### src/rtl/core/pkc_pkg.sv
// Shared types and constants for the path k-mer canonicalizer.
`timescale 1ns / 1ps
`default_nettype none

package pkc_pkg;

   localparam int MAX_K_DEF    = 16;
   localparam int ID_WIDTH_DEF = 32;
   localparam int KSIZE_WIDTH  = 5;
   localparam int ABUND_WIDTH  = 31;
   localparam int INDEX_WIDTH  = 4;

   typedef enum logic [2:0] {
      ST_IDLE,
      ST_CMP_RD,
      ST_CMP_EV,
      ST_OUT_RD,
      ST_OUT_LD,
      ST_OUT_HOLD
   } pkc_state_type;

endpackage

`default_nettype wire

### src/rtl/core/pkc_ram.sv
// Generic RAM: one write port, two read ports with registered read data.
`timescale 1ns / 1ps
`default_nettype none

module pkc_ram #(
   parameter int WIDTH = 32,
   parameter int DEPTH = 16,
   localparam int AW = (DEPTH > 1) ? $clog2(DEPTH) : 1
) (
   input  wire logic             clock,
   input  wire logic             wr_en,
   input  wire logic [AW-1:0]    wr_addr,
   input  wire logic [WIDTH-1:0] wr_data,
   input  wire logic [AW-1:0]    rd_a_addr,
   output logic      [WIDTH-1:0] rd_a_data,
   input  wire logic [AW-1:0]    rd_b_addr,
   output logic      [WIDTH-1:0] rd_b_data
);

   logic [WIDTH-1:0] mem [DEPTH];

   always_ff @(posedge clock) begin
      if (wr_en) begin
         mem[wr_addr] <= wr_data;
      end
      rd_a_data <= mem[rd_a_addr];
      rd_b_data <= mem[rd_b_addr];
   end

endmodule

`default_nettype wire

### src/rtl/core/path_kmer_canonicalizer.sv
// Canonical k-mer extractor over paths of signed unit ids.
`timescale 1ns / 1ps
`default_nettype none

// Each accepted id is written into a circular window RAM; once the current path
// holds at least k ids (k = the csr k-mer length, 0 read as 1, capped at MAX_K), the
// last k ids are emitted as k items, in canonical order: forward, or reversed
// with every id negated, whichever is smaller by signed lexicographic compare
// (forward on a tie). An item that completes no k-mer leaves req_tready high;
// else c compare steps follow, where c (1..k) is the number of compare steps
// up to the first differing element, then k output elements held until
// rsp_tready. Each step and element waits one registered read of the window
// RAM. req_tready is low until the last element has been taken.
module path_kmer_canonicalizer #(
   parameter int MAX_K    = pkc_pkg::MAX_K_DEF,
   parameter int ID_WIDTH = pkc_pkg::ID_WIDTH_DEF,
   localparam int REQ_W =
      ((ID_WIDTH + pkc_pkg::ABUND_WIDTH + 7) / 8) * 8,
   localparam int RSP_W =
      ((ID_WIDTH + pkc_pkg::INDEX_WIDTH + pkc_pkg::ABUND_WIDTH + 7) / 8) * 8
) (
   input  wire logic                            clock,
   input  wire logic                            reset,
   // tdata: unit_id, abundance
   input  wire logic                            req_tvalid,
   output logic                                 req_tready,
   input  wire logic [REQ_W-1:0]                req_tdata,
   // tuser: path_start
   input  wire logic                            req_tuser,
   // tdata: kmer_element, element_index, kmer_abundance
   output logic                                 rsp_tvalid,
   input  wire logic                            rsp_tready,
   output logic      [RSP_W-1:0]                rsp_tdata,
   // tuser: reversed
   output logic                                 rsp_tuser,
   output logic                                 rsp_tlast,
   input  wire logic                            csr_wr_en,
   input  wire logic [pkc_pkg::KSIZE_WIDTH-1:0] csr_wr_data
);

   localparam int AW      = (MAX_K > 1) ? $clog2(MAX_K) : 1;
   localparam int DEPTH   = 1 << AW;
   localparam int KW      = $clog2(MAX_K + 1);
   localparam int ABUND_W = pkc_pkg::ABUND_WIDTH;
   localparam int IDX_W   = pkc_pkg::INDEX_WIDTH;

   pkc_pkg::pkc_state_type state_ff, state_in;

   logic [pkc_pkg::KSIZE_WIDTH-1:0] ksize_ff, ksize_in;
   logic [AW-1:0]      wp_ff, wp_in;
   logic [KW-1:0]      fill_ff, fill_in;
   logic [KW-1:0]      k_ff, k_in;
   logic [KW-1:0]      idx_ff, idx_in;
   logic [ABUND_W-1:0] abund_ff, abund_in;
   logic               use_rev_ff, use_rev_in;
   logic               rsp_valid_ff, rsp_valid_in;
   logic [RSP_W-1:0]   rsp_data_ff, rsp_data_in;
   logic               rsp_last_ff, rsp_last_in;

   logic [KW-1:0]             k_eff;
   logic [KW-1:0]             fill_next;
   logic                      req_fire;
   logic [AW-1:0]             fwd_addr;
   logic [AW-1:0]             rev_addr;
   logic signed [ID_WIDTH-1:0] fwd_id;
   logic signed [ID_WIDTH-1:0] raw_id;
   logic signed [ID_WIDTH-1:0] rev_id;
   logic signed [ID_WIDTH-1:0] elem_id;
   logic                      idx_last;

   assign req_tready = (state_ff == pkc_pkg::ST_IDLE);
   assign req_fire   = req_tvalid && req_tready;

   // k as used: zero reads as one, large values clip to MAX_K
   always_comb begin
      if (ksize_ff == '0) begin
         k_eff = KW'(1);
      end else if (32'(ksize_ff) > 32'(MAX_K)) begin
         k_eff = KW'(MAX_K);
      end else begin
         k_eff = KW'(ksize_ff);
      end
   end

   always_comb begin
      if (req_tuser) begin
         fill_next = KW'(1);
      end else if (32'(fill_ff) >= 32'(MAX_K)) begin
         fill_next = fill_ff;
      end else begin
         fill_next = fill_ff + KW'(1);
      end
   end

   // newest id sits at wp_ff - 1; forward walks up from wp_ff - k, reverse walks down
   assign fwd_addr = wp_ff - AW'(k_ff) + AW'(idx_ff);
   assign rev_addr = wp_ff - AW'(1) - AW'(idx_ff);
   assign rev_id   = -raw_id;
   assign elem_id  = use_rev_ff ? rev_id : fwd_id;
   assign idx_last = (idx_ff == k_ff - KW'(1));

   pkc_ram #(
      .WIDTH (ID_WIDTH),
      .DEPTH (DEPTH)
   ) u_window (
      .clock     (clock),
      .wr_en     (req_fire),
      .wr_addr   (wp_ff),
      .wr_data   (req_tdata[ID_WIDTH-1:0]),
      .rd_a_addr (fwd_addr),
      .rd_a_data (fwd_id),
      .rd_b_addr (rev_addr),
      .rd_b_data (raw_id)
   );

   always_comb begin
      state_in     = state_ff;
      ksize_in     = csr_wr_en ? csr_wr_data : ksize_ff;
      wp_in        = wp_ff;
      fill_in      = fill_ff;
      k_in         = k_ff;
      idx_in       = idx_ff;
      abund_in     = abund_ff;
      use_rev_in   = use_rev_ff;
      rsp_valid_in = rsp_valid_ff;
      rsp_data_in  = rsp_data_ff;
      rsp_last_in  = rsp_last_ff;
      case (state_ff)
         pkc_pkg::ST_IDLE: begin
            if (req_fire) begin
               wp_in    = wp_ff + AW'(1);
               fill_in  = fill_next;
               k_in     = k_eff;
               abund_in = req_tdata[ID_WIDTH +: ABUND_W];
               idx_in   = '0;
               if (fill_next >= k_eff) begin
                  state_in = pkc_pkg::ST_CMP_RD;
               end
            end
         end
         pkc_pkg::ST_CMP_RD: begin
            state_in = pkc_pkg::ST_CMP_EV;
         end
         pkc_pkg::ST_CMP_EV: begin
            // first differing element decides; a full tie keeps forward
            if (fwd_id != rev_id) begin
               use_rev_in = (rev_id < fwd_id);
               idx_in     = '0;
               state_in   = pkc_pkg::ST_OUT_RD;
            end else if (idx_last) begin
               use_rev_in = 1'b0;
               idx_in     = '0;
               state_in   = pkc_pkg::ST_OUT_RD;
            end else begin
               idx_in   = idx_ff + KW'(1);
               state_in = pkc_pkg::ST_CMP_RD;
            end
         end
         pkc_pkg::ST_OUT_RD: begin
            state_in = pkc_pkg::ST_OUT_LD;
         end
         pkc_pkg::ST_OUT_LD: begin
            rsp_valid_in = 1'b1;
            rsp_data_in  = RSP_W'({abund_ff, IDX_W'(idx_ff), elem_id});
            rsp_last_in  = idx_last;
            state_in     = pkc_pkg::ST_OUT_HOLD;
         end
         pkc_pkg::ST_OUT_HOLD: begin
            if (rsp_tready) begin
               rsp_valid_in = 1'b0;
               if (idx_last) begin
                  state_in = pkc_pkg::ST_IDLE;
               end else begin
                  idx_in   = idx_ff + KW'(1);
                  state_in = pkc_pkg::ST_OUT_RD;
               end
            end
         end
         default: begin
            state_in     = pkc_pkg::ST_IDLE;
            rsp_valid_in = 1'b0;
         end
      endcase
   end

   always_ff @(posedge clock) begin
      if (reset) begin
         state_ff     <= pkc_pkg::ST_IDLE;
         ksize_ff     <= pkc_pkg::KSIZE_WIDTH'(1);
         wp_ff        <= '0;
         fill_ff      <= '0;
         idx_ff       <= '0;
         use_rev_ff   <= 1'b0;
         rsp_valid_ff <= 1'b0;
      end else begin
         state_ff     <= state_in;
         ksize_ff     <= ksize_in;
         wp_ff        <= wp_in;
         fill_ff      <= fill_in;
         idx_ff       <= idx_in;
         use_rev_ff   <= use_rev_in;
         rsp_valid_ff <= rsp_valid_in;
      end
   end

   always_ff @(posedge clock) begin
      k_ff        <= k_in;
      abund_ff    <= abund_in;
      rsp_data_ff <= rsp_data_in;
      rsp_last_ff <= rsp_last_in;
   end

   assign rsp_tvalid = rsp_valid_ff;
   assign rsp_tdata  = rsp_data_ff;
   assign rsp_tuser  = use_rev_ff;
   assign rsp_tlast  = rsp_last_ff;

`ifndef NO_ASSERTIONS
   a_valid_only_in_hold: assert property (@(posedge clock) disable iff (reset)
      rsp_tvalid |-> (state_ff == pkc_pkg::ST_OUT_HOLD))
      else $error("rsp_tvalid outside output hold state");

   a_busy_after_accept: assert property (@(posedge clock) disable iff (reset)
      (req_fire && (fill_next >= k_eff)) |=> !req_tready)
      else $error("ready stayed high after an item that completes a k-mer");

   a_last_index: assert property (@(posedge clock) disable iff (reset)
      (rsp_tvalid && rsp_tlast) |->
         (rsp_tdata[ID_WIDTH +: IDX_W] == IDX_W'(k_ff - KW'(1))))
      else $error("last element index does not match k");

   a_fill_bound: assert property (@(posedge clock) disable iff (reset)
      32'(fill_ff) <= 32'(MAX_K))
      else $error("fill count beyond window depth");
`endif

endmodule

`default_nettype wire
### config.mk
export PLATFORM = sky130hd
export DESIGN_NAME = path_kmer_canonicalizer
export DESIGN_NICKNAME = d
export VERILOG_FILES = /design/src/rtl/core/pkc_pkg.sv /design/src/rtl/core/pkc_ram.sv /design/src/rtl/core/path_kmer_canonicalizer.sv
export SDC_FILE = /design/constraint.sdc
export NUM_CORES = 1
export LEC_CHECK = 0
export ABC_AREA = 0
export BUFFER_PORTS_ARGS = -buffer_cell sky130_fd_sc_hd__buf_2
export CAP_MARGIN = 20
export CORE_UTILIZATION = 40
export CTS_CLUSTER_SIZE = 24
export DETAILED_ROUTE_END_ITERATION = 6
export SLEW_MARGIN = 25
export SYNTH_ARGS = -nofsm -noshare
export SYNTH_HDL_FRONTEND = slang
export SYNTH_SLANG_ARGS = --single-unit
### constraint.sdc
create_clock -name clock -period 7.5 [get_ports clock]
set_input_delay 0.375 -clock clock [delete_from_list [all_inputs] [get_ports clock]]
set_output_delay 0.375 -clock clock [all_outputs]
set_load 0.02 [all_outputs]
Yosys cells after proc, flatten, opt, wreduce, memory -nomap -nowiden
Memories as Yosys holds them, arrays and structs flattened. A register that Yosys moved wholly into a read port is not among the register bits.
Index checks and enable logic that the tools add are counted.
{"block": "op_classes", "addsub": 9, "magnitude_cmp": 4, "n_eq_ne": 11, "mux": 24, "n_bitwise": 1, "n_reduce_logical": 11}
{"cell": "$mux W5", "n": 9}
{"cell": "$lt A32 B32 Y1", "n": 1}
{"cell": "$mux W32", "n": 1}
{"cell": "$ne A32 B32 Y1", "n": 1}
{"cell": "$neg A32 Y32", "n": 1}
{"cell": "$pmux W3 S6", "n": 1}
{"cell": "$pmux W5 S3", "n": 1}
{"cell": "$add A5 B1 Y5 const B", "n": 2}
{"cell": "$mux W3", "n": 3}
{"cell": "$sub A4 B4 Y4", "n": 2}
{"cell": "$eq A3 B2 Y1 const B", "n": 2}
{"cell": "$eq A3 B3 Y1 const B", "n": 2}
{"cell": "$mux W2", "n": 3}
{"cell": "$reduce_and A2 Y1", "n": 3}
{"cell": "$eq A5 B5 Y1", "n": 1}
{"cell": "$ge A5 B5 Y1", "n": 1}
{"cell": "$ge A5 B5 Y1 const B", "n": 1}
{"cell": "$gt A5 B5 Y1 const B", "n": 1}
{"cell": "$logic_not A5 Y1", "n": 1}
{"cell": "$mux W1", "n": 5}
{"cell": "$sub A5 B1 Y5 const B", "n": 1}
{"cell": "$add A4 B1 Y4 const B", "n": 1}
{"cell": "$add A4 B4 Y4", "n": 1}
{"cell": "$ne A2 B1 Y1 const B", "n": 2}
{"cell": "other kinds (12)", "n": 13}
{"block": "word_totals", "regBits": 128, "mem_bits_rw": 512, "in_bits": 75, "output_inout_bits": 76, "word_cells": 72, "memories": 1}
{"name": "u_window.mem", "depth": 16, "width": 32, "read_ports": 2, "rd_clocked_by_memory_dff": 2, "write_ports": 1, "line_no": "pkc_ram.sv:20", "source": "logic [WIDTH-1:0] mem [DEPTH];"}

Longest topological paths before layout
Gate-level depths: netlist of run 1.
{"block": "logic_depth", "ltp_word": 7, "depth_mapped": 14, "ltp_nobuf": 14}

Hierarchy
Synthesis of run 1 repeated with hierarchy kept, for this count alone.
{"block": "hier_totals", "cells_unflattened": 1725, "hier_area_um2": 30863.4}
{"mod": "pkc_ram", "instances": 1, "cells_each": 1141, "area_each_um2": 24188.2, "seq_area_each_um2": 16656.0}
{"mod": "path_kmer_canonicalizer", "instances": 1, "cells_each": 584, "area_each_um2": 6675.2, "seq_area_each_um2": 3603.5}

Worst setup path after synthesis of run 1
Ideal clock, no wire load.
{"block": "synth_path", "kind": "register -> register", "startpoint": "register state_ff[2]", "endpoint": "register rsp_data_ff[0] (netlist: rsp_tdata[0]), enable pin", "setup_time_ns": 0.578, "arrival_ns": 5.261, "t_required_ns": 6.922, "slack_ns": 1.660, "path_stages_with_launch": 4, "n_path_buf": 1, "period_less_slack_ns": 5.840, "path_cell_list": "dfxtp_1 > clkbuf_1 > inv_1 > nor3_1"}
{"block": "synth_via", "elab_chain_cells": 1}
{"element": "from (decl)", "line_no": "path_kmer_canonicalizer.sv:47", "source": "pkc_pkg::pkc_state_type state_ff, state_in;"}
{"element": "from (signal assigned)", "line_no": "path_kmer_canonicalizer.sv:188", "source": "state_ff <= pkc_pkg::ST_IDLE;"}
{"element": "from (signal assigned)", "line_no": "path_kmer_canonicalizer.sv:196", "source": "state_ff <= state_in;"}
{"element": "$eq A3 B3 Y1", "line_no": "path_kmer_canonicalizer.sv:128", "source": "case (state_ff)"}
{"element": "to (signal assigned)", "line_no": "path_kmer_canonicalizer.sv:209", "source": "rsp_data_ff <= rsp_data_in;"}
{"element": "to (decl)", "line_no": "path_kmer_canonicalizer.sv:57", "source": "logic [RSP_W-1:0] rsp_data_ff, rsp_data_in;"}
No other way between the ends.
A chain may end at the register's enable or synchronous reset.

Final worst setup path of run 1
{"block": "layout_path", "startpoint": "register u_window.rd_b_data[3], read port of u_window.mem", "endpoint": "register idx_ff[2]"}
{"block": "layout_via", "elab_chain_cells": 4}
{"element": "from (decl)", "line_no": "pkc_ram.sv:17", "source": "output logic [WIDTH-1:0] rd_b_data"}
{"element": "$neg A32 Y32", "line_no": "path_kmer_canonicalizer.sv:98", "source": "assign rev_id = -raw_id;"}
{"element": "$ne A32 B32 Y1", "line_no": "path_kmer_canonicalizer.sv:146", "source": "if (fwd_id != rev_id) begin"}
{"element": "$mux W5", "line_no": "path_kmer_canonicalizer.sv:146"}
{"element": "$pmux W5 S3", "line_no": "path_kmer_canonicalizer.sv:128"}
{"element": "to (signal assigned)", "line_no": "path_kmer_canonicalizer.sv:200", "source": "idx_ff <= idx_in;"}
{"element": "to (decl)", "line_no": "path_kmer_canonicalizer.sv:53", "source": "logic [KW-1:0] idx_ff, idx_in;"}
No other way between the ends.

==> out/summary.txt, run 1 <==
Status: complete, no violations
Worst-Margin Slew: 1.00 ns
Mux share of post-synthesis cell area: 24.1%
Sequential area share after synthesis: 65.4%
CP cell instances: or4_4, nor4_4, nand2_2, or4_1, xor2_1, ha_1, nand4_1, nor4_1, nand3_1, a211oi_1, o21ai_0, o311ai_0
I/O Pins: 151
Port-buffer cells: 144
Max incr delay on CP: 0.71 ns
RR Startpoint: u_window.rd_b_data[3]$_DFF_P_
RSZ-0062 raised after global routing: false
Root Buffer: clkbuf_16
Largest family of logic cells by synthesized area: multiplexers
Yosys warning count: 0
Post-synth EDFFs: 616
Worst reg2reg endpoint: idx_ff[2]$_SDFFE_PP0P_
PD cells: 324 nW/µm²
Critical Path AT: 5.36 ns
CTS tree: done
Ys async rst share: 0%
Finished Layout Cells: 2871
Top Layer Used: met5
Grt ovf: 0
Sw frac: 29.0%
Min-Delay Path Class: input pin to flop
Crit path kind: flop to flop
Buffers inserted by post-CTS timing repair: 0
Die X: 280 µm
Cells after DPL: 2695
Leakage: 11.9 nW
Yosys top cell area share: 59.7%
Avg Vias per Cell: 5.81
Final #Nets: 1910
Final clock skew: 0.0309 ns
Synth cell types: 55
Vias in the first global route: 17200
Slew HR: 33.2%
Clk pwr share: 30.7%
Synth Area in Compound Gates: 1.61%
Simple-gate share of the synthesized area: 3.19%
Pin count of the biggest net entering global routing: 129
CTS clk-pin slew, worst paths: 0.06 ns
Finished Cell Area: 35800 µm²
Slew Limit Fails: 0
Layout cell share with drive strength beyond 1: 35.9%
Register-to-register setup slack: 2.65 ns
Placement Setup Slack: 2.68 ns
P_int: 8.25 mW
Cell Area, Synth: 31000 µm²
Worst vdd ir: 0.262 mV
Max-Cap Viols: 0
Area occupied by multi-input gates: 10300 µm²
Net Sw Power: 3.38 mW
Antenna-violating nets left: 0
H-tree level count: 3
Top post-synthesis cells by count: 616 x edfxtp_1, 320 x mux4_2, 88 x dfxtp_1, 62 x clkbuf_1, 62 x inv_1
TritonRoute pass-1 iters: 5
Reg power frac: 41.4%
Min Tclk post-route: 4.85 ns
Hold Vio Cnt, Final: 0
Logic pwr share: 28.0%
TritonCTS Sinks: 704
Max Fanout on Critical Path: 7
Die Span Y: 280 µm
Bufs on Longest Clock Path: 3
Final worst slack: 2.65 ns
Area leader, netlist: edfxtp_1
DIE AREA: 78500 µm²
Initial antenna violation count: 9
Placed cell areas: 33100 µm²
Starting Density: 40.6%
Setup crit end kind: flop
Gate Count Post-Synth: 1576
Per-cell routed wire length: 27.3 µm
Area growth, synth to finish: 15.7%
Flops & latches, synth: 704
Fmax: 0.206 GHz
Syn avg cell area: 19.6 µm²
Final period utilization: 64.6%
Routed length on met2: 38700 µm
Synth area leaders: edfxtp_1 60%, mux4_2 23%, dfxtp_1 5.7%
Core Rows: 101
Worst Hold Path Cells: 3
Adder-cell share of the synthesized area: 2.40%
Critical Path Source Type: flop
Met3 wire length: 5800 µm
Worst r2r path cells: 12
Vias: 16700
Worst hold margin: 0.0351 ns
Layout fillers: 6331
TritonCTS Buffers: 75
Setup TNS: 0 ns
CP Data Required Time: 8.01 ns
Register cell area after layout: 20300 µm²
Worst hold endpoint: ksize_ff[4]$_SDFFE_PP0P_
Core ar.: 76300 µm²
Post-Route WL: 78500 µm
Ys flop type: edfxtp_1
Setup-failing EPs final: 0
Clk Latency, worst-skew pair: 0.63 ns
GP Congestion: 0.784
CP max stage cell: a211oi_1
First-pass GRT wire length: 114000 µm
Post-Synth XOR/XNOR Area: 1.30%
DP HPWL: 44200 µm
Metal1 wirelength: 32200 µm
Post-route DRC: 0
Most frequent cell after synthesis: edfxtp_1
GRT Resource Usage Total: 20.2%
Starting DRT DRC Count: 1497
Min-delay src: csr_wr_data[4]
[flip-flops by register name, indices dropped and copies added, names as in the netlist]
name	count
u_window.mem	512
rsp_tdata	67
u_window.rd_a_data	32
u_window.rd_b_data	32
abund_ff	31
fill_ff	5
idx_ff	5
k_ff	5
ksize_ff	5
wp_ff	4
state_ff	3
rsp_tlast	1
rsp_tuser	1
rsp_tvalid	1
[worst max path at each step]
stage,from,end,slack (ns)
CTS,u_window.rd_b_data[3]$_DFF_P_,idx_ff[2]$_SDFFE_PP0P_,2.64
detailed placement,u_window.rd_b_data[3]$_DFF_P_,idx_ff[2]$_SDFFE_PP0P_,2.68
global route,u_window.rd_b_data[3]$_DFF_P_,idx_ff[2]$_SDFFE_PP0P_,2.16
floorplan,state_ff[2]$_SDFFE_PP0P_,rsp_tdata[0]$_DFFE_PP_,1.66
global placement,u_window.rd_b_data[3]$_DFF_P_,idx_ff[2]$_SDFFE_PP0P_,2.74
finish,u_window.rd_b_data[3]$_DFF_P_,idx_ff[2]$_SDFFE_PP0P_,2.65
[metal layers]
layer / vias up / track usage [%]
met5: - / 0
met4: 10 / 5.76
met3: 124 / 3.98
met2: 718 / 33.4
met1: 8847 / 27.2
li1: 6972 / -
[power by group through the flow]
stage	Clock, mW	Sequential, mW	Combinational (mW)
final	3.57	4.81	3.25
after detailed placement	0	4.89	3.26
after global routing	3.79	4.84	3.48
after global placement	0	4.88	3.26
after floorplan	0	4.81	2.34
after CTS	3.64	4.81	3.29
[kinds of logic after synthesis]
kind of cell	count (synthesis)
DFF	704
muxes	343
and+or+nand+nor	192
buffers and inverters	151
AOI/OAI and AO/OA	82
adders and majority gates	57
xor gates and xnor gates	46
other	1
[critical path, delay by kind of cell (launching register included)]
kind | cells | cell delay (ns)
simple gates | 7 | 2.67
compound gates | 3 | 1.24
flops | 1 | 0.35
fa+ha+maj | 1 | 0.31
xor+xnor | 1 | 0.17
[cells in the final DEF, fill, tap and decap left out, types with 5 or more instances in the layout]
cell type,instances
xnor2_1,26
nand2_1,56
a21oi_1,26
edfxtp_1,616
nand3_1,18
dfxtp_1,87
nor3_2,5
clkbuf_1,18
clkinv_1,11
nor2_1,32
buf_4,25
dlygate4sd3_1,35
nor2_4,12
inv_1,61
mux4_2,320
clkinv_2,14
mux2i_1,6
clkbuf_16,76
xor2_1,16
o21ai_0,25
buf_2,144
o211ai_1,8
nor3_1,16
conb_1,5
nand4_1,8
ha_1,51
clkbuf_8,5
mux2_2,16
[through the flow]
stage	utilization [%]	total power, mW
floorplan	-	7.16
global placement	43.3	8.14
detailed placement	43.3	8.15
CTS	46.9	11.7
global route	46.9	12.1
finish	47.0	11.6
[layout make-up]
class                      instances  share of cell area, %
antenna                            2                 0.0140
clock buffer                      99                   5.69
clock inverter                    39                  0.929
inverter                          62                  0.649
multi-input combinational        725                   28.7
sequential                       704                   56.5
tap                             1030                   3.60
timing repair buffer             210                   3.84
[timing repair]
action                    CTS  global route
gates resized for setup     0             0
hold buffers               35             0
hold endpoints to repair   35             0
Power figures use the tool's default switching activity.
==> run 2: changes to the inputs <==
--- a/config.mk
+++ b/config.mk
@@ -5,7 +5,7 @@
 export SDC_FILE = /design/constraint.sdc
 export NUM_CORES = 1
 export LEC_CHECK = 0
-export ABC_AREA = 0
+export ABC_AREA = 1
 export BUFFER_PORTS_ARGS = -buffer_cell sky130_fd_sc_hd__buf_2
 export CAP_MARGIN = 20
 export CORE_UTILIZATION = 40
==> constraint.sdc (replaced) <==
create_clock -name clock -period 5 [get_ports clock]
set_input_delay 0.25 -clock clock [delete_from_list [all_inputs] [get_ports clock]]
set_output_delay 0.25 -clock clock [all_outputs]
set_load 0.02 [all_outputs]
==> run 2 against run 1 <==
Net effect:
- synthesized cell count up 110%
- cell area up 6.7%
- via count up 47%
- clock skew down 0.0034 ns
- fmax up 24%
- clock power up 55%
- sequential cell count unchanged
==> out/summary.txt, run 2 <==
Status: complete, no violations (unchanged)
Post-route DRC: 0 (unchanged)
CP Data Required Time: 5.47 ns (was 8.01 ns)
Post-synth EDFFs: 616 (unchanged)
Worst Hold Path Cells: 1 (was 3)
Final clock skew: 0.0275 ns (was 0.0309 ns)
Layout fillers: 7493 (was 6331)
Buffers inserted by post-CTS timing repair: 0 (unchanged)
Hold Vio Cnt, Final: 0 (unchanged)
Critical Path AT: 4.39 ns (was 5.36 ns)
Core ar.: 81800 µm² (was 76300 µm²)
Reg power frac: 30.3% (was 41.4%)
Root Buffer: clkbuf_16 (unchanged)
CTS clk-pin slew, worst paths: 0.06 ns (about the same)
TritonCTS Buffers: 74 (was 75)
Synth cell types: 41 (was 55)
Core Rows: 105 (was 101)
Clk pwr share: 22.5% (was 30.7%)
Syn avg cell area: 10.2 µm² (was 19.6 µm²)
Max FFs per register: 512 (unchanged)
Worst hold endpoint: u_window.mem[12][4]$_DFFE_PP_ (was ksize_ff[4]$_SDFFE_PP0P_)
Max-Cap Viols: 0 (unchanged)
Top post-synthesis cells by count: 616 x edfxtp_1, 477 x o21ai_0, 409 x inv_1, 371 x a21oi_1, 344 x nand2_1 (was 616 x edfxtp_1, 320 x mux4_2, 88 x dfxtp_1, 62 x clkbuf_1, 62 x inv_1)
Layout cell share with drive strength beyond 1: 10.3% (was 35.9%)
TritonCTS Sinks: 704 (unchanged)
Bufs on Longest Clock Path: 3 (unchanged)
Top reg by flops: u_window.mem (unchanged)
CP max stage cell: fa_4 (was a211oi_1)
Most frequent cell after synthesis: edfxtp_1 (unchanged)
Initial antenna violation count: 3 (was 9)
Commonest non-fill, non-tap cell in the layout: edfxtp_1 (unchanged)
Setup TNS: 0 ns (unchanged)
Worst r2r path cells: 7 (was 12)
RR Startpoint: wp_ff[1]$_SDFFE_PP0P_ (was u_window.rd_b_data[3]$_DFF_P_)
Per-cell routed wire length: 19.7 µm (was 27.3 µm)
Pin count of the biggest net entering global routing: 160 (was 129)
Max Fanout on Critical Path: 79 (was 7)
Sw frac: 42.7% (was 29.0%)
Crit path kind: flop to flop (unchanged)
Avg Vias per Cell: 5.42 (was 5.81)
CTS tree: done (unchanged)
Logic pwr share: 47.2% (was 28.0%)
First-pass GRT wire length: 132000 µm (was 114000 µm)
TritonRoute pass-1 iters: 5 (unchanged)
CP cell instances: inv_1, fa_1, fa_4, buf_12, a211oi_1, o311ai_1, o21ai_0 (was or4_4, nor4_4, nand2_2, or4_1, xor2_1, ha_1, nand4_1, nor4_1, nand3_1, a211oi_1, o21ai_0, o311ai_0)
Yosys warning count: 0 (unchanged)
Port-buffer cells: 144 (unchanged)
Fmax: 0.256 GHz (was 0.206 GHz)
Slew Limit Fails: 0 (unchanged)
Yosys top cell area share: 56.0% (was 59.7%)
Gate Count Post-Synth: 3247 (was 1576)
Critical Path Source Type: flop (unchanged)
H-tree level count: 3 (unchanged)
GP Congestion: 0.872 (was 0.784)
Final #Nets: 3511 (was 1910)
Antenna-violating nets left: 0 (unchanged)
Register-to-register setup slack: 1.09 ns (was 2.65 ns)
Area growth, synth to finish: 15.7% (about the same)
Sequential area share after synthesis: 61.3% (was 65.4%)
PD cells: 641 nW/µm² (was 324 nW/µm²)
Die X: 289 µm (was 280 µm)
Min-delay src: req_tdata[4] (was csr_wr_data[4])
Worst-Margin Slew: 1.08 ns (was 1.00 ns)
GRT Resource Usage Total: 20.9% (was 20.2%)
Starting Density: 40.4% (was 40.6%)
Final period utilization: 78.3% (was 64.6%)
Min-Delay Path Class: input pin to flop (unchanged)
Min Tclk post-route: 3.91 ns (was 4.85 ns)
Register cell area after layout: 20300 µm² (about the same)
Synth area leaders: edfxtp_1 56%, o21ai_0 7.2%, a21oi_1 5.6% (was edfxtp_1 60%, mux4_2 23%, dfxtp_1 5.7%)
Setup crit end kind: flop (unchanged)
Worst vdd ir: 0.503 mV (was 0.262 mV)
Max incr delay on CP: 1.44 ns (was 0.71 ns)
Clk Latency, worst-skew pair: 0.63 ns (about the same)
DP HPWL: 54500 µm (was 44200 µm)
RSZ-0062 raised after global routing: false (unchanged)
Setup-failing EPs final: 0 (unchanged)
Net Sw Power: 10.5 mW (was 3.38 mW)
P_int: 14.1 mW (was 8.25 mW)
Slew HR: 28.1% (was 33.2%)
Grt ovf: 0 (unchanged)
Area leader, netlist: edfxtp_1 (unchanged)
PostCTS Resize Cnt: 0 (unchanged)
DIE AREA: 83800 µm² (was 78500 µm²)
Ys flop type: edfxtp_1 (unchanged)
Vias in the first global route: 22500 (was 17200)
Cell Area, Synth: 33000 µm² (was 31000 µm²)
Starting DRT DRC Count: 2281 (was 1497)
Ys async rst share: 0% (unchanged)
Area occupied by multi-input gates: 10600 µm² (was 10300 µm²)
Flops & latches, synth: 704 (unchanged)
Worst reg2reg endpoint: u_window.rd_a_data[28]$_DFF_P_ (was idx_ff[2]$_SDFFE_PP0P_)
Post-Route WL: 88800 µm (was 78500 µm)
Vias: 24400 (was 16700)
Power, Total: 24.5 mW (was 11.6 mW)
Most frequent cells in the layout: 616 x edfxtp_1, 477 x o21ai_0, 408 x inv_1, 371 x a21oi_1, 344 x nand2_1 (was 616 x edfxtp_1, 320 x mux4_2, 144 x buf_2, 87 x dfxtp_1, 76 x clkbuf_16)
Leakage: 14.3 nW (was 11.9 nW)
Die Span Y: 289 µm (was 280 µm)
I/O Pins: 151 (unchanged)
## run 2: cell types whose count changed after synthesis, sizes merged, moves of 106 or more
cell	before	now
inv	62	410
nand3	18	149
a21oi	26	371
clkbuf	62	168
o211ai	8	134
o21ai	26	484
mux4	320	0
nor2	44	154
nand2	57	344
## run 2: metrics by stage
step	instances	hold WS [ns]	worst slack, ns	utilization [%]	area [µm²]
4_1_cts	4508	0.000108	1.08	46.7	38200
3_5_place_dp	4306	0.405	1.09	42.9	35100
6_report	4511	0.0260	1.09	46.7	38200
2_1_floorplan	3251	0.328	1.01	-	33100
5_1_grt	4510	0.0168	0.871	46.7	38200
3_3_place_gp	4304	0.400	1.15	42.8	35100
## run 2: worst max-delay path, delay by kind of cell, from the launching register on
kind	cells	cell delay, ns
AO/OA/AOI/OAI	3	0.65
buffers and inverters	2	0.61
adder cells (fa/ha/maj)	2	1.95
flip-flops	1	0.49
## run 2: logic make-up after synthesis
family	count (synthesis)	share of synthesized area, %
xor+xnor	27	0.784
fa+ha+maj	57	2.25
compound gates	1141	19.6
buf+inv	634	7.45
flops	704	61.3
other cells	1	0.0114
simple gates	683	8.56
## run 2: final cells by class
cell class	instances	share of cell area (%)
sequential	704	53.0
multi-input combinational	1913	27.6
timing repair buffer	276	5.48
clock buffer	95	5.24
inverter	410	4.02
tap	1070	3.50
clock inverter	41	1.17
antenna	2	0.0131
## run 2: worst max path at each step
stage / from / endpoint / slack, ns / cells after the start
2_1_floorplan: state_ff[0]$_SDFFE_PP0P_ / u_window.mem[0][0]$_DFFE_PP_ / 1.01 / 7
3_3_place_gp: u_window.rd_b_data[0]$_DFF_P_ / idx_ff[0]$_SDFFE_PP0P_ / 1.15 / 21
3_5_place_dp: wp_ff[1]$_SDFFE_PP0P_ / u_window.rd_a_data[28]$_DFF_P_ / 1.09 / 7
4_1_cts: wp_ff[1]$_SDFFE_PP0P_ / u_window.rd_a_data[28]$_DFF_P_ / 1.08 / 7
5_1_grt: u_window.rd_b_data[0]$_DFF_P_ / idx_ff[3]$_SDFFE_PP0P_ / 0.87 / 21
6_report: wp_ff[1]$_SDFFE_PP0P_ / u_window.rd_a_data[28]$_DFF_P_ / 1.09 / 7
## run 2: repair_timing
action,in CTS,in global routing
hold endpoints to repair,355,0
endpoints found under the setup margin,0,0
hold buffers,66,0
## run 2: layer usage
layer  GRT usage, %  vias up  wire length, µm
li1               -    11900                -
met1           27.7    11600            37900
met2           35.1      883            42600
met3           2.65      144             5930
met4           7.51        0             2380
met5              0        -                0
## run 2: power by group through the flow
stage,combinational (mW),sequential [mW],clock (mW)
2_1_floorplan,7.91,7.35,0
3_3_place_gp,11.2,7.53,0
3_5_place_dp,11.4,7.54,0
4_1_cts,11.4,7.41,5.64
5_1_grt,12.8,7.47,5.87
6_report,11.6,7.42,5.53
==> run 3: changes to the inputs <==
==> constraint.sdc (replaced) <==
create_clock -name clock -period 3.95 [get_ports clock]
set_input_delay 0.1975 -clock clock [delete_from_list [all_inputs] [get_ports clock]]
set_output_delay 0.1975 -clock clock [all_outputs]
set_load 0.02 [all_outputs]
==> run 3 against run 2 <==
Net effect:
- count of clock-buffer cells in the layout increased by 2
- global-route usage increased by 0.42 points
- clock skew increased by 0.0031 ns
- cell area increased by 0.91%
- register-to-register slack got worse by 0.67 ns
- hold slack improved by 0.17 ns
- worst setup slack got worse by 0.67 ns
- die area unchanged
- non-clock buffer count increased by 27
- critical path depth increased by 1
- final cell count increased by 0.49%
- highest routed layer is now met5
==> out/summary.txt, run 3 (synthesis results as in run 2) <==
Core Rows: 105 (unchanged)
Worst-Margin Slew: 0.976 ns (was 1.08 ns)
Post-Route WL: 90200 µm (was 88800 µm)
Critical Path Source Type: flop (unchanged)
Min Tclk post-route: 3.54 ns (was 3.91 ns)
GRT Resource Usage Total: 21.3% (was 20.9%)
Final #Nets: 3537 (was 3511)
Top reg by flops: u_window.mem (unchanged)
Post-route DRC: 0 (unchanged)
Finished Cell Area: 38600 µm² (was 38200 µm²)
Pin count of the biggest net entering global routing: 113 (was 160)
Worst vdd ir: 0.495 mV (was 0.503 mV)
CTS tree: done (unchanged)
Placed cell areas: 35600 µm² (was 35100 µm²)
Setup-failing EPs final: 0 (unchanged)
Most frequent cells in the layout: 616 x edfxtp_1, 477 x o21ai_0, 408 x inv_1, 371 x a21oi_1, 344 x nand2_1 (unchanged)
CP Data Required Time: 4.42 ns (was 5.47 ns)
Final clock skew: 0.0306 ns (was 0.0275 ns)
H-tree level count: 3 (unchanged)
Slew HR: 34.9% (was 28.1%)
TritonCTS Sinks: 704 (unchanged)
Leakage: 14.5 nW (was 14.3 nW)
Port-buffer cells: 144 (unchanged)
Max-Cap Viols: 0 (unchanged)
Vias: 24800 (was 24400)
Area growth, synth to finish: 16.8% (was 15.7%)
Antenna-violating nets left: 0 (unchanged)
Commonest non-fill, non-tap cell in the layout: edfxtp_1 (unchanged)
GP Congestion: 0.939 (was 0.872)
Final period utilization: 89.5% (was 78.3%)
Die X: 289 µm (unchanged)
TritonRoute pass-1 iters: 5 (unchanged)
Critical Path AT: 4.01 ns (was 4.39 ns)
CTS clk-pin slew, worst paths: 0.06 ns (about the same)
RSZ-0062 raised after global routing: false (unchanged)
Bufs on Longest Clock Path: 3 (unchanged)
Status: complete, no violations (unchanged)
DIE AREA: 83800 µm² (unchanged)
Per-cell routed wire length: 19.9 µm (was 19.7 µm)
Starting Density: 40.4% (unchanged)
Vias in the first global route: 23100 (was 22500)
I/O Pins: 151 (unchanged)
Setup TNS: 0 ns (unchanged)
Power, Total: 31.2 mW (was 24.5 mW)
Starting DRT DRC Count: 2290 (was 2281)
Root Buffer: clkbuf_16 (unchanged)
Hold Vio Cnt, Final: 0 (unchanged)
DP HPWL: 54400 µm (was 54500 µm)
Register-to-register setup slack: 0.41 ns (was 1.09 ns)
Max FFs per register: 512 (unchanged)
Avg Vias per Cell: 5.47 (was 5.42)
PostCTS Resize Cnt: 0 (unchanged)
Crit path kind: flop to flop (unchanged)
Fmax: 0.283 GHz (was 0.256 GHz)
Clk Latency, worst-skew pair: 0.62 ns (was 0.63 ns)
TritonCTS Buffers: 73 (was 74)
Final worst slack: 0.415 ns (was 1.09 ns)
First-pass GRT wire length: 135000 µm (was 132000 µm)
Max Fanout on Critical Path: 42 (was 79)
Setup crit end kind: flop (unchanged)
Layout cell share with drive strength beyond 1: 10.5% (was 10.3%)
Slew Limit Fails: 0 (unchanged)
Grt ovf: 0 (unchanged)
Initial antenna violation count: 2 (was 3)
Number of diodes: 0 (was 2)
PD cells: 808 nW/µm² (was 641 nW/µm²)
Core ar.: 81800 µm² (unchanged)
Die Span Y: 289 µm (unchanged)
Min-Delay Path Class: input pin to flop (unchanged)
Placement Setup Slack: 0.487 ns (was 1.09 ns)
[run 3: area by class of cell]
class                           instances  area [µm²]
Multi-Input combinational cell       1913       10600
Clock buffer                           97        2010
Inverter                              410        1540
Sequential cell                       704       20300
Tap cell                             1070        1340
Clock inverter                         36         284
Fill cell                            7456       43300
Timing Repair Buffer                  303        2610
[run 3: power breakdown]
| part | total, mW | switching, mW | internal [mW] | leakage, nW |
|---|---|---|---|---|
| clock network | 6.66 | 2.81 | 3.84 | 1.13 |
| registers | 9.34 | 0.443 | 8.90 | 6.32 |
| logic | 15.2 | 9.93 | 5.25 | 7.04 |
| total | 31.2 | 13.2 | 18.0 | 14.5 |
[run 3: worst max-delay path: stages (launching register included)]
cell	delay [ns]
dfxtp_1	0.47
inv_1	0.20
fa_1	0.52
fa_4	1.15
buf_12	0.24
buf_12	0.24
a211oi_1	0.08
o311ai_1	0.32
o21ai_0	0.14
[run 3: repair_timing]
| item | 4_1_cts | 5_1_grt |
|---|---|---|
| setup buffers | 0 | 0 |
| endpoints found under the hold margin | 560 | 0 |
| hold buffers | 73 | 0 |
| setup endpoints to repair | 0 | 0 |
[run 3: worst paths after layout]
check | from | end | depth (start not counted)
worst max register to register | wp_ff[1]$_SDFFE_PP0P_ | u_window.rd_a_data[21]$_DFF_P_ | 8
worst min-delay path | req_tvalid | idx_ff[2]$_SDFFE_PP0P_ | 6
worst max-delay path | wp_ff[1]$_SDFFE_PP0P_ | u_window.rd_a_data[21]$_DFF_P_ | 8
worst min register to register | abund_ff[11]$_DFFE_PP_ | rsp_tdata[47]$_DFFE_PP_ | 0
[run 3: routing by layer]
layer / wire (µm) / GRT usage, % / part of all wire, % / vias up
met5: 17 / 0 / 0.019 / -
met4: 2500 / 7.42 / 2.8 / 2
met3: 6000 / 3.01 / 6.7 / 174
met2: 42300 / 35.0 / 47 / 867
met1: 39300 / 28.9 / 44 / 11900
li1: - / - / - / 11900
[run 3: stage by stage]
step	std cells	utilization [%]	hold slack, ns
detailed placement	4327	43.5	0.376
global placement	4327	43.5	0.374
finish	4533	47.1	0.193
floorplan	3251	-	0.276
global route	4533	47.1	0.243
CTS	4533	47.1	0.154
